==> config.mk <==
export PLATFORM = sky130hd
export DESIGN_NAME = outstanding_transaction_tracker
export DESIGN_NICKNAME = d
export VERILOG_FILES = /design/src/ott_pkg.sv /design/src/ott_ctrl.sv /design/src/ott_dp.sv /design/src/outstanding_transaction_tracker.sv
export SDC_FILE = /design/constraint.sdc
export NUM_CORES = 2
export LEC_CHECK = 0
export ABC_AREA = 1
export BUFFER_PORTS_ARGS = -buffer_cell sky130_fd_sc_hd__buf_2
export CAP_MARGIN = 5
export CORE_ASPECT_RATIO = 1.5
export CORE_MARGIN = 2
export CORE_UTILIZATION = 40
export DETAILED_ROUTE_END_ITERATION = 10
export GPL_TIMING_DRIVEN = 0
export PLACE_DENSITY_LB_ADDON = 0.2
export SLEW_MARGIN = 20
export SYNTH_ARGS = -nofsm -noshare
export SYNTH_HDL_FRONTEND = slang
export SYNTH_HIERARCHICAL = 1
export SYNTH_SLANG_ARGS = --single-unit
==> constraint.sdc <==
create_clock -name clk_i -period 6 [get_ports clk_i]
set_input_delay 0.6 -clock clk_i [delete_from_list [all_inputs] [get_ports clk_i]]
set_output_delay 0.6 -clock clk_i [all_outputs]
set_load 0.05 [all_outputs]
==> src/ott_pkg.sv <==
`timescale 1ns / 1ps
package ott_pkg;

  typedef enum logic [2:0] {
    FN_ISSUE  = 3'd0,
    FN_SEND   = 3'd1,
    FN_RESP   = 3'd2,
    FN_TICK   = 3'd3,
    FN_REPLY  = 3'd4,
    FN_CANCEL = 3'd5
  } func_e;

  typedef enum logic [2:0] {
    K_ISSUED  = 3'd0,
    K_FULL    = 3'd1,
    K_SENT    = 3'd2,
    K_OK      = 3'd3,
    K_DROP    = 3'd4,
    K_TIMEOUT = 3'd5,
    K_REPLY   = 3'd6,
    K_DONE    = 3'd7
  } kind_e;

  typedef enum logic [1:0] {
    ST_IDLE    = 2'd0,
    ST_SENDING = 2'd1,
    ST_WAITING = 2'd2
  } slot_st_e;

  typedef enum logic [2:0] {
    C_IDLE,
    C_SCAN,
    C_SINGLE,
    C_EMIT,
    C_DONE
  } ctl_e;

  localparam logic [7:0] ADDR_ACTIVE  = 8'd0;
  localparam logic [7:0] ADDR_DEFAULT = 8'd4;

  typedef struct packed {
    logic [2:0]  func;
    logic [7:0]  peer;
    logic [7:0]  slot_index;
    logic [7:0]  seq_number;
    logic [31:0] timeout_len;
    logic        use_default;
    logic        send_ok;
    logic [31:0] now_time;
  } in_item_t;

  typedef struct packed {
    logic [2:0]  result_kind;
    logic [3:0]  slot;
    logic [7:0]  seq_out;
    logic [7:0]  peer_out;
    logic [31:0] dropped_total;
    logic [31:0] timeout_total;
    logic        last;
  } out_item_t;

  // controller to datapath
  typedef struct packed {
    logic load;     // capture input item
    logic single;   // do single-result operation
    logic scan;     // process slot at scan pointer
    logic adv;      // advance scan pointer
    logic emit;     // put pending result into output register
    logic emit_done;
  } cmd_t;

  // datapath to controller
  typedef struct packed {
    logic is_scan;  // operation is cancel, or tick before shutdown
    logic scan_end; // pointer past active slots
    logic hit;      // scanned slot yields a result
    logic out_busy; // output register full and not leaving
  } sts_t;

endpackage

==> src/ott_ctrl.sv <==
`timescale 1ns / 1ps
module ott_ctrl (
  input  logic          clk_i,
  input  logic          rst_ni,
  input  logic          in_valid_i,
  output logic          in_stall_o,
  input  ott_pkg::sts_t sts_i,
  output ott_pkg::cmd_t cmd_o
);
  import ott_pkg::*;

  ctl_e state_q, state_d;

  always_ff @(posedge clk_i or negedge rst_ni) begin
    if (!rst_ni) state_q <= C_IDLE;
    else state_q <= state_d;
  end

  always_comb begin
    state_d = state_q;
    case (state_q)
      C_IDLE:   if (in_valid_i) state_d = C_SINGLE;
      C_SINGLE: state_d = sts_i.is_scan ? C_SCAN : C_EMIT;
      C_SCAN: begin
        if (sts_i.scan_end) state_d = C_DONE;
        else if (sts_i.hit) state_d = C_EMIT;
      end
      C_EMIT:   if (!sts_i.out_busy) state_d = sts_i.is_scan ? C_SCAN : C_IDLE;
      C_DONE:   if (!sts_i.out_busy) state_d = C_IDLE;
      default:  state_d = C_IDLE;
    endcase
  end

  always_comb begin
    cmd_o = '0;
    in_stall_o = 1'b1;
    case (state_q)
      C_IDLE: begin
        in_stall_o = 1'b0;
        cmd_o.load = in_valid_i;
      end
      C_SINGLE: cmd_o.single = 1'b1;
      C_SCAN: begin
        // a hit holds the pointer until its result is moved into the output register
        cmd_o.scan = !sts_i.scan_end;
        cmd_o.adv  = !sts_i.scan_end && !sts_i.hit;
      end
      C_EMIT: begin
        cmd_o.emit = !sts_i.out_busy;
        cmd_o.adv  = !sts_i.out_busy && sts_i.is_scan;
      end
      C_DONE: cmd_o.emit_done = !sts_i.out_busy;
      default: ;
    endcase
  end

  assert property (@(posedge clk_i) disable iff (!rst_ni)
    !in_stall_o |-> state_q == C_IDLE) else $error("ready outside idle");
  assert property (@(posedge clk_i) disable iff (!rst_ni)
    cmd_o.emit |-> !sts_i.out_busy) else $error("emit onto busy output");
  assert property (@(posedge clk_i) disable iff (!rst_ni)
    cmd_o.load |=> state_q == C_SINGLE) else $error("load lost");
endmodule

==> src/ott_dp.sv <==
`timescale 1ns / 1ps
module ott_dp #(
  parameter int SLOTS = 16
) (
  input  logic              clk_i,
  input  logic              rst_ni,
  input  ott_pkg::in_item_t in_data_i,
  input  ott_pkg::cmd_t     cmd_i,
  output ott_pkg::sts_t     sts_o,
  input  logic [4:0]        active_i,
  input  logic [31:0]       deflt_i,
  output logic              out_valid_o,
  input  logic              out_stall_i,
  output ott_pkg::out_item_t out_data_o
);
  import ott_pkg::*;

  localparam int IW = (SLOTS > 1) ? $clog2(SLOTS) : 1;
  localparam int CW = $clog2(SLOTS + 1);

  slot_st_e          st_q    [SLOTS];
  logic              armed_q [SLOTS];
  logic [7:0]        peer_q  [SLOTS];
  logic [7:0]        seq_q   [SLOTS];
  logic [31:0]       len_q   [SLOTS];
  logic [31:0]       dl_q    [SLOTS];

  in_item_t    it_q;
  logic [7:0]  ctr_q;
  logic        shut_q;
  logic [31:0] drop_q, tout_q;
  logic [CW-1:0] ptr_q;
  kind_e       pk_q;
  logic [3:0]  ps_q;
  logic [7:0]  pq_q, pp_q;
  logic        ov_q;
  out_item_t   od_q;

  logic [CW-1:0] n_act;
  assign n_act = (32'(active_i) < SLOTS) ? CW'(active_i) : CW'(SLOTS);

  // lowest idle slot below the active count
  logic          free_f;
  logic [IW-1:0] free_i;
  always_comb begin
    free_f = 1'b0;
    free_i = '0;
    for (int i = SLOTS - 1; i >= 0; i--)
      if (CW'(i) < n_act && st_q[i] == ST_IDLE) begin
        free_f = 1'b1;
        free_i = IW'(i);
      end
  end

  logic          idx_ok;
  logic [IW-1:0] ix;
  assign idx_ok = {24'd0, it_q.slot_index} < 32'(n_act);
  assign ix     = it_q.slot_index[IW-1:0];

  logic [IW-1:0] pi;
  logic          is_tick, hit;
  logic [31:0]   diff;
  assign pi      = ptr_q[IW-1:0];
  assign is_tick = it_q.func == FN_TICK;
  assign diff    = it_q.now_time - dl_q[pi];
  always_comb begin
    if (is_tick) hit = st_q[pi] == ST_WAITING && armed_q[pi] && !diff[31];
    else hit = st_q[pi] == ST_WAITING || st_q[pi] == ST_SENDING;
  end

  logic out_busy;
  assign out_busy = ov_q && out_stall_i;
  assign sts_o.is_scan  = (it_q.func == FN_CANCEL) || (is_tick && !shut_q);
  assign sts_o.scan_end = ptr_q >= n_act;
  assign sts_o.hit      = hit;
  assign sts_o.out_busy = out_busy;

  logic [31:0] arm_d;
  assign arm_d = it_q.now_time + len_q[pi];

  always_ff @(posedge clk_i or negedge rst_ni) begin
    if (!rst_ni) begin
      for (int i = 0; i < SLOTS; i++) begin
        st_q[i] <= ST_IDLE;
        armed_q[i] <= 1'b0;
      end
      ctr_q <= '0; shut_q <= 1'b0; drop_q <= '0; tout_q <= '0;
      ptr_q <= '0; ov_q <= 1'b0;
    end else begin
      if (ov_q && !out_stall_i) ov_q <= 1'b0;
      if (cmd_i.load) ptr_q <= '0;
      if (cmd_i.single) begin
        pk_q <= K_DONE; ps_q <= '0; pq_q <= '0; pp_q <= '0;
        case (it_q.func)
          FN_ISSUE: begin
            if (free_f) begin
              st_q[free_i] <= ST_SENDING;
              peer_q[free_i] <= it_q.peer;
              seq_q[free_i] <= ctr_q;
              len_q[free_i] <= it_q.use_default ? deflt_i : it_q.timeout_len;
              armed_q[free_i] <= 1'b0;
              ctr_q <= ctr_q + 8'd1;
              pk_q <= K_ISSUED; ps_q <= 4'(free_i); pq_q <= ctr_q; pp_q <= it_q.peer;
            end else pk_q <= K_FULL;
          end
          FN_SEND: if (idx_ok && st_q[ix] == ST_SENDING) begin
            st_q[ix] <= it_q.send_ok ? ST_WAITING : ST_IDLE;
            pk_q <= K_SENT; ps_q <= it_q.slot_index[3:0];
          end
          FN_RESP: if (!shut_q && idx_ok) begin
            ps_q <= it_q.slot_index[3:0];
            if (st_q[ix] != ST_WAITING || peer_q[ix] != it_q.peer
                || seq_q[ix] != it_q.seq_number) begin
              drop_q <= drop_q + 32'd1;
              pk_q <= K_DROP;
            end else begin
              st_q[ix] <= ST_IDLE;
              pk_q <= K_OK; pq_q <= seq_q[ix]; pp_q <= peer_q[ix];
            end
          end
          FN_REPLY: begin
            pk_q <= K_REPLY; pq_q <= ctr_q; ctr_q <= ctr_q + 8'd1;
          end
          FN_CANCEL: shut_q <= 1'b1;
          default: ;
        endcase
      end
      if (cmd_i.scan) begin
        if (hit) begin
          st_q[pi] <= ST_IDLE;
          if (is_tick) tout_q <= tout_q + 32'd1;
          pk_q <= K_TIMEOUT; ps_q <= 4'(pi); pq_q <= seq_q[pi]; pp_q <= peer_q[pi];
        end else if (is_tick && st_q[pi] == ST_WAITING && !armed_q[pi]
                     && len_q[pi] != 32'd0) begin
          dl_q[pi] <= (arm_d == 32'd0) ? 32'd1 : arm_d;
          armed_q[pi] <= 1'b1;
        end
      end
      if (cmd_i.adv) ptr_q <= ptr_q + CW'(1);
      if (cmd_i.emit || cmd_i.emit_done) begin
        ov_q <= 1'b1;
        od_q.result_kind <= cmd_i.emit ? pk_q : K_DONE;
        od_q.slot <= cmd_i.emit ? ps_q : 4'd0;
        od_q.seq_out <= cmd_i.emit ? pq_q : 8'd0;
        od_q.peer_out <= cmd_i.emit ? pp_q : 8'd0;
        od_q.dropped_total <= drop_q;
        od_q.timeout_total <= tout_q;
        od_q.last <= cmd_i.emit_done || !sts_o.is_scan;
      end
    end
  end

  always_ff @(posedge clk_i) if (cmd_i.load) it_q <= in_data_i;

  assign out_valid_o = ov_q;
  assign out_data_o  = od_q;

  assert property (@(posedge clk_i) disable iff (!rst_ni)
    ov_q && out_stall_i |=> ov_q && $stable(od_q)) else $error("output changed");
  assert property (@(posedge clk_i) disable iff (!rst_ni)
    cmd_i.scan |-> sts_o.is_scan) else $error("scan on single op");
  assert property (@(posedge clk_i) disable iff (!rst_ni)
    cmd_i.emit_done |-> sts_o.scan_end) else $error("done before scan end");
endmodule

==> src/outstanding_transaction_tracker.sv <==
`timescale 1ns / 1ps
// issue, send outcome, response, reply, unknown codes and ticks after a cancel give one result
// cancel and a pre-shutdown tick walk the active slots one per cycle, pausing to emit each hit
// one item at a time; the next transfer is taken once the last result is in the output register
// reset (rst_ni low, async) idles every slot, clears counters, shutdown and the output valid
// active_slots resets to 16 and default_timeout to 1000
module outstanding_transaction_tracker #(
  parameter int SLOTS = 16
) (
  input  logic               clk_i,
  input  logic               rst_ni,
  input  logic               in_valid_i,
  output logic               in_stall_o,
  input  ott_pkg::in_item_t  in_data_i,
  output logic               out_valid_o,
  input  logic               out_stall_i,
  output ott_pkg::out_item_t out_data_o,
  input  logic               psel,
  input  logic               penable,
  input  logic               pwrite,
  input  logic [2:0]         paddr,
  input  logic [31:0]        pwdata,
  output logic [31:0]        prdata,
  output logic               pready
);
  import ott_pkg::*;

  cmd_t cmd;
  sts_t sts;

  // configuration registers
  logic [4:0]  active_q;
  logic [31:0] deflt_q;
  logic        wr;
  assign pready = 1'b1;
  assign wr = psel && penable && pwrite;

  always_ff @(posedge clk_i or negedge rst_ni) begin
    if (!rst_ni) begin
      active_q <= 5'd16;
      deflt_q  <= 32'd1000;
    end else if (wr) begin
      if ({5'd0, paddr} == ADDR_ACTIVE) active_q <= pwdata[4:0];
      else if ({5'd0, paddr} == ADDR_DEFAULT) deflt_q <= pwdata;
    end
  end

  // read mux
  always_comb begin
    if ({5'd0, paddr} == ADDR_ACTIVE) prdata = {27'd0, active_q};
    else if ({5'd0, paddr} == ADDR_DEFAULT) prdata = deflt_q;
    else prdata = '0;
  end

  // sequencer: one slot per cycle during tick and cancel scans, pausing to emit each hit
  ott_ctrl u_ctrl (
    .clk_i, .rst_ni, .in_valid_i, .in_stall_o,
    .sts_i(sts), .cmd_o(cmd)
  );

  // slot table, counters and output register
  ott_dp #(.SLOTS(SLOTS)) u_dp (
    .clk_i, .rst_ni, .in_data_i, .cmd_i(cmd), .sts_o(sts),
    .active_i(active_q), .deflt_i(deflt_q),
    .out_valid_o, .out_stall_i, .out_data_o
  );

  assert property (@(posedge clk_i) disable iff (!rst_ni)
    in_valid_i && !in_stall_o |=> in_stall_o) else $error("second transfer taken");
  assert property (@(posedge clk_i) disable iff (!rst_ni)
    out_valid_o && out_stall_i |=> out_valid_o) else $error("result dropped");
  assert property (@(posedge clk_i) disable iff (!rst_ni)
    active_q <= 5'd31) else $error("active count out of range");
endmodule

Yosys cells after proc, flatten, opt, wreduce, memory -nomap -nowiden
Memory sizes are Yosys's and may differ from the RTL's. A register that Yosys moved wholly into a read port is not among the register bits.
Cells that the tools add are included.

storage, ports and cells
  output and inout bits = 123
  memory bits (writable) = 1280
  flip-flop bits (word level) = 371
  word-level logic and storage cells = 344
  input bits = 135
  memories kept = 4

operators by class
  multiplexer cells = 133
  add/sub/neg operators = 6
  order comparisons = 25
  equality and inequality tests = 21
  reduce and logical (&&, ||, !) cells = 81
  bitwise gates (word level) = 14

memories
  name         words  bits a word  read ports  clocked after memory_dff  wr ports  RTL line      RTL
  u_dp.dl_q    16     32           1           0                         1         ott_dp.sv:26  logic [31:0] dl_q [SLOTS];
  u_dp.len_q   16     32           1           0                         1         ott_dp.sv:25  logic [31:0] len_q [SLOTS];
  u_dp.peer_q  16     8            2           1                         1         ott_dp.sv:23  logic [7:0] peer_q [SLOTS];
  u_dp.seq_q   16     8            2           1                         1         ott_dp.sv:24  logic [7:0] seq_q [SLOTS];

operators by type and width
  kind                                                number
  two-way mux 32 bit                                  11
  two-way mux 8 bit                                   13
  two-way mux 16 bit                                  6
  two-way mux 4 bit                                   24
  case mux 32 bit (3 select lines)                    1
  adder 32 x 1 -> 32 bit (second input constant)      2
  bitwise AND 32 bit                                  2
  inverter 32 bit                                     2
  < comparator 4 x 5 -> 1 bit (first input constant)  8
  two-way mux 1 bit                                   39
  logical AND 1 bit                                   35
  two-way mux 3 bit                                   11
  adder 32 bit                                        1
  bitwise AND 16 bit                                  2
  bitwise mux 32 bit                                  1
  zero test 2 bit                                     16
  zero test 32 bit                                    1
  inverter 16 bit                                     2
  bitwise OR 16 bit                                   2
  case mux 8 bit (2 select lines)                     2
  nonzero test 32 bit                                 1
  subtractor 32 bit                                   1
  demux 2 bit (select 4 bit)                          3
  case mux 8 bit (3 select lines)                     1
  other kinds (37)                                    93

Logic depth before layout (Yosys ltp)
  depth after elaboration = 34
  gate-level depth with buffers = 34
  depth with buffers taken out = 26

Modules after synthesis
Netlist, hierarchy kept.

modules (own cells, without submodules)
  module                           cells each  area each (um2)  times used  seq. area each (um2)
  ott_dp                           6414        71164.5          1           47820.9
  outstanding_transaction_tracker  251         2001.9           1           934.6
  ott_ctrl                         39          247.7            1           75.1

Worst setup path after synthesis
Ideal clock, no wire load.

  path kind = register -> register
  start point = register active_q[4]
  end point = memory u_dp.len_q[11][0] (enable)
  arrival time = 5.437 ns
  setup time = 0.513 ns
  path buffers = 0
  period minus slack after synthesis = 5.950 ns
  stages on the path, launching flop included = 16
  data required time = 5.487 ns
  setup slack = 0.050 ns
  cell sequence = dfstp_2 inv_1 nand2_1 nor2_1 nand3_1 nor3b_1 a21boi_0 o21ai_0 nand2_1 nand2_1 nand2_1 a21oi_1 inv_1 nor2_1 nand2_1 nor3_1

between the ends
  word-level cells in the longest chain between the ends = 25
  elaborated cells on any way between the ends = 71
  those cells by class = order compare (17); mux (37); reduce/logical (17)

ends and longest elaborated chain
  what                                     RTL line                               RTL
  start: declaration                       outstanding_transaction_tracker.sv:32  logic [4:0] active_q;
  start signal: assignment                 outstanding_transaction_tracker.sv:43  if ({5'd0, paddr} == ADDR_ACTIVE) active_q <= pwdata[4:0];
  < comparator 5 bit                       ott_dp.sv:40                           assign n_act = (32'(active_i) < SLOTS) ? CW'(active_i) : CW'(SLOTS);
  two-way mux 5 bit *                      ott_dp.sv:40
  < comparator 4 x 5 -> 1 bit              ott_dp.sv:49                           if (CW'(i) < n_act && st_q[i] == ST_IDLE) begin
  logical AND 1 bit                        ott_dp.sv:49
  two-way mux 1 bit (16 in series)         ott_dp.sv:49
  two-way mux 1 bit                        ott_dp.sv:96                           if (free_f) begin
  two-way mux 1 bit                        ott_dp.sv:94                           case (it_q.func)
  two-way mux 1 bit                        ott_dp.sv:92                           if (cmd_i.single) begin
  logical AND 1 bit (implied by the code)  ott_dp.sv:100                          len_q[free_i] <= it_q.use_default ? deflt_i : it_q.timeout_len;
  two-way mux 1 bit                        ott_dp.sv:100
  end: declaration                         ott_dp.sv:25

Mark *: on every way between the ends. The rest lies on a longest branch, timed or not.

==> results.yml <==
outcome:
  outcome: "finished with violations"
  violations: "setup timing"
placed_design:
  port_buffers: 256
  hpwlAfterDp_um: 199300
  place_congestion: 0.9768
  pre_cts_slack_ns: -2.105
sta:
  worst_slew_pin_slew_ns: 1.283
  setup_tns_ns: -0.02297
  fmax_mhz: 166.2
  setup_violations: 2
  holdWs_ns: 0.04598
  post-route-period-util: 1.003
  fin_ws_ns: -0.01687
  hold_viol_final: 0
  max_slew_margin: 0.1448
  rsz0062_at_grt: "true"
  skew_ns: 0.08632
  drv_slew: 0
  min_period_ns: 6.017
synthesis:
  synth_cells: 6704
  synth.net_count: 6918
  synthArstFlopShare: 0.1009
  synth_edf_count: 1484
  yosysWarnings: 6
  ys_ff_latch: 1655
  yosys.cell_types.count: 63
  synth_ff_type: "edfxtp_1"
  avgSynthCellArea_um2: 10.95
  synth_area_um2: 73410
  yosysSeqAreaShare: 0.6651
clock_network:
  cts_buffer_depth: 4
  cts_root_buf: "clkbuf_16"
  clk-insertion-delay-late_ns: 0.85
  clock-sinks: 1655
  cts_tree: "built"
  numCtsBuffers: 170
  h-tree-depth: 4
  path_clk_slew_ns: 0.07
worst_setup_path:
  crit_end: "u_dp/ptr_q[1]"
  startpoint: "u_dp/ptr_q[0]"
  path_class: "register to register"
  worstPathArrival_ns: 6.69
  r2r_slack_ns: -0.02
  reg2reg_to: "u_dp/ptr_q[1]"
  cp-start-kind: "register"
  critPathMaxFanout: 10
  crit_required_ns: 6.67
  crit-reg2reg-launch: "u_dp/ptr_q[0]"
  end_kind: "register"
  rr_worst_depth: 27
layout:
  register_area_um2: 48830
  layout.nets: 7600
  multi_input_area_um2: 21900
  drive_above_1_share: 0.1410
  utilization: 0.4812
  nFillCells: 16414
  areaGrowthSynthToFinish_pct: 19.50
drt:
  drt_first_pass_iters: 9
  drt-total-wl_um: 278100
  wl_per_cell_um: 27.96
  drc: 0
  vias: 57153
  final_antenna_net_count: 0
  viasPerCell: 5.747
  drt-initial-drc-count: 7212
floorplanning:
  pin_count: 258
  core_area_um2: 182300
  rows: 192
  die_h_um: 528.7
  die-area_um2: 187100
  die_w_um: 353.8
  initial_core_util: 0.4026
global_route:
  grt_max_degree: 74
  grt_pass1_vias: 55498
  grt_pass1_wl_um: 393800
  grt_antenna_before_repair: 5
  track_usage: 0.2911
  grt-ovfl-total: 0
power:
  ir_worst_vdd_uv: 441.7
  p_leak_uw: 0.03203
  power_density_nw_per_um2: 511.5
worst_hold_path:
  min_path_type: "input port to register"
run:
  drv_cap: 0
cell families (layout without fill, tap and decap cells):
group,Yosys count,after routing,synth area share
muxes,34,34,0.005215
and+or+nand+nor,2374,2374,0.1337
adders and majority gates,79,79,0.01357
other,1,9,0.00005108
DFF,1655,1655,0.6651
AOI/OAI and AO/OA,1659,1659,0.1252
xor gates and xnor gates,97,97,0.01157
buffers and inverters,805,1612,0.04559
synth_stat cells, drive strengths merged (2+ instances only):
library cell,n,area [um^2]
a211oi,6,45.04
a21boi,3,22.52
a21o,2,15.01
a21oi,208,1045
a221oi,33,295.3
a22o,31,271.5
a22oi,9,67.56
a31oi,2,12.51
a32o,2,20.02
and2,3,18.77
buf,138,840.8
clkbuf,238,895.9
clkinv,4,15.01
dfrtp,160,4004
dfstp,7,183.9
dfxtp,4,80.08
edfxtp,1484,44560
ha,78,975.9
inv,425,1595
mux2,34,382.9
nand2,905,3407
nand3,254,1281
nand4,113,719.4
nor2,995,3795
nor3,59,300.3
nor3b,4,30.03
nor4,30,187.7
nor4b,2,17.52
o2111ai,5,43.79
o211ai,29,217.7
o21a,4,30.03
o21ai,1011,5064
o21bai,42,315.3
o221ai,5,43.79
o22ai,264,1652
or2,6,37.54
xnor2,25,219.0
xor2,72,630.6
area by class of cell:
type	count	share of cell area
well taps	2425	0.03458
clock buffers	213	0.05208
plain buffers	376	0.02359
diodes	8	0.0002282
flip-flops and latches	1655	0.5566
multi-input cells	4244	0.2497
clock inverters	84	0.008614
inverters	429	0.01840
repair buffers	510	0.05622
worst max-delay path, stage by stage, from the launching register on:
cell and delay [ns]:
dfrtp_2 0.47, buf_4 0.20, buf_6 0.17, buf_4 0.18, buf_4 0.18, buf_8 0.18
buf_4 0.21, buf_6 0.19, buf_4 0.21, nor2_1 0.12, o22ai_1 0.09, a22o_1 0.27
a221oi_1 0.72, ha_1 0.41, a21oi_1 0.18, o221ai_1 0.18, a21oi_2 0.28, buf_4 0.16
nand3_2 0.16, nand3_2 0.19, nand2_4 0.12, buf_4 0.15, nor2_1 0.11, nand3_2 0.11
o21ai_2 0.21, nor2_1 0.12, inv_1 0.14, o21ai_0 0.10
report_power, final:
part | total [uW] | leakage, uW | internal, uW | switching, uW
registers | 16500 | 0.0156 | 16000 | 509
clock network | 10400 | 0.00261 | 5870 | 4520
logic | 18000 | 0.0138 | 4480 | 13500
total | 44900 | 0.0320 | 26400 | 18500
metal layers:
| layer | up-vias | track usage | share of wire |
|---|---|---|---|
| li1 | 25319 | - | - |
| met1 | 27924 | 0.3505 | 0.37 |
| met2 | 3104 | 0.4935 | 0.48 |
| met3 | 806 | 0.04145 | 0.078 |
| met4 | 0 | 0.1777 | 0.072 |
| met5 | - | 0 | 0 |
flip-flops by register name, summed over array words and instances (netlist names), 5 cells and up, named ones only:
name,count
u_dp/st_q,32
u_dp/len_q,512
u_dp/pq_q,8
u_dp/pp_q,8
deflt_q,32
u_dp/armed_q,16
u_dp/tout_q,32
u_dp/it_q,93
active_q,5
u_dp/peer_q,128
u_dp/drop_q,32
u_dp/out_data_o,88
u_dp/seq_q,128
u_dp/dl_q,512
u_dp/ptr_q,5
u_dp/ctr_q,8
how the worst min path moves through the flow:
stage	startpoint	cells after the start	slack, ns	endpoint
2_1_floorplan	rst_ni	0	0.30	active_q[0]
3_3_place_gp	u_dp/drop_q[31]	1	0.45	u_dp/drop_q[31]
3_5_place_dp	rst_ni	1	0.39	deflt_q[15]
4_1_cts	pwdata[2]	3	0.001	deflt_q[2]
5_1_grt	pwdata[20]	3	0.03	deflt_q[20]
6_report	pwdata[20]	3	0.05	deflt_q[20]
cell usage in the layout (no fill, tap or decap), types with 17 or more instances in the layout:
| cell type | Yosys | final |
|---|---|---|
| nor2_1 | 979 | 948 |
| edfxtp_1 | 1484 | 1484 |
| clkbuf_16 | 0 | 173 |
| a21oi_1 | 207 | 203 |
| buf_2 | 78 | 331 |
| nand4_1 | 111 | 111 |
| nand3_1 | 252 | 250 |
| dlygate4sd3_1 | 0 | 118 |
| clkinv_1 | 4 | 30 |
| nor3_1 | 58 | 53 |
| o22ai_1 | 264 | 258 |
| xnor2_1 | 25 | 17 |
| mux2_2 | 34 | 34 |
| a22o_1 | 31 | 31 |
| clkbuf_1 | 236 | 143 |
| dfrtp_1 | 160 | 158 |
| clkbuf_2 | 2 | 92 |
| o21bai_1 | 42 | 42 |
| xor2_1 | 72 | 56 |
| o21ai_1 | 42 | 44 |
| clkinv_2 | 0 | 27 |
| nand2_1 | 903 | 901 |
| buf_12 | 0 | 57 |
| nor2_4 | 4 | 37 |
| nor4_1 | 30 | 30 |
| a221oi_1 | 32 | 19 |
| buf_4 | 17 | 60 |
| inv_1 | 416 | 414 |
| buf_6 | 20 | 35 |
| buf_16 | 0 | 35 |
| o21ai_0 | 968 | 964 |
| ha_1 | 78 | 78 |
| o211ai_1 | 29 | 29 |
| clkbuf_4 | 0 | 26 |
through the flow:
step / cell area [um^2] / power [uW] / cells
6_report: 87730 / 44870 / 9944
5_1_grt: 87710 / 46530 / 9937
4_1_cts: 87500 / 44520 / 9929
3_5_place_dp: 80300 / 33650 / 9497
3_3_place_gp: 77730 / 32990 / 9385
2_1_floorplan: 73410 / 25690 / 6704
repair_timing:
item | CTS | global route
setup buffers | 17 | 7
resized for setup | 176 | 90
hold buffers | 118 | 0
pin swaps | 16 | 2
endpoints found under the hold margin | 186 | 0
setup endpoints to repair | 859 | 341
Note: power is estimated with default switching activity, not from simulation.
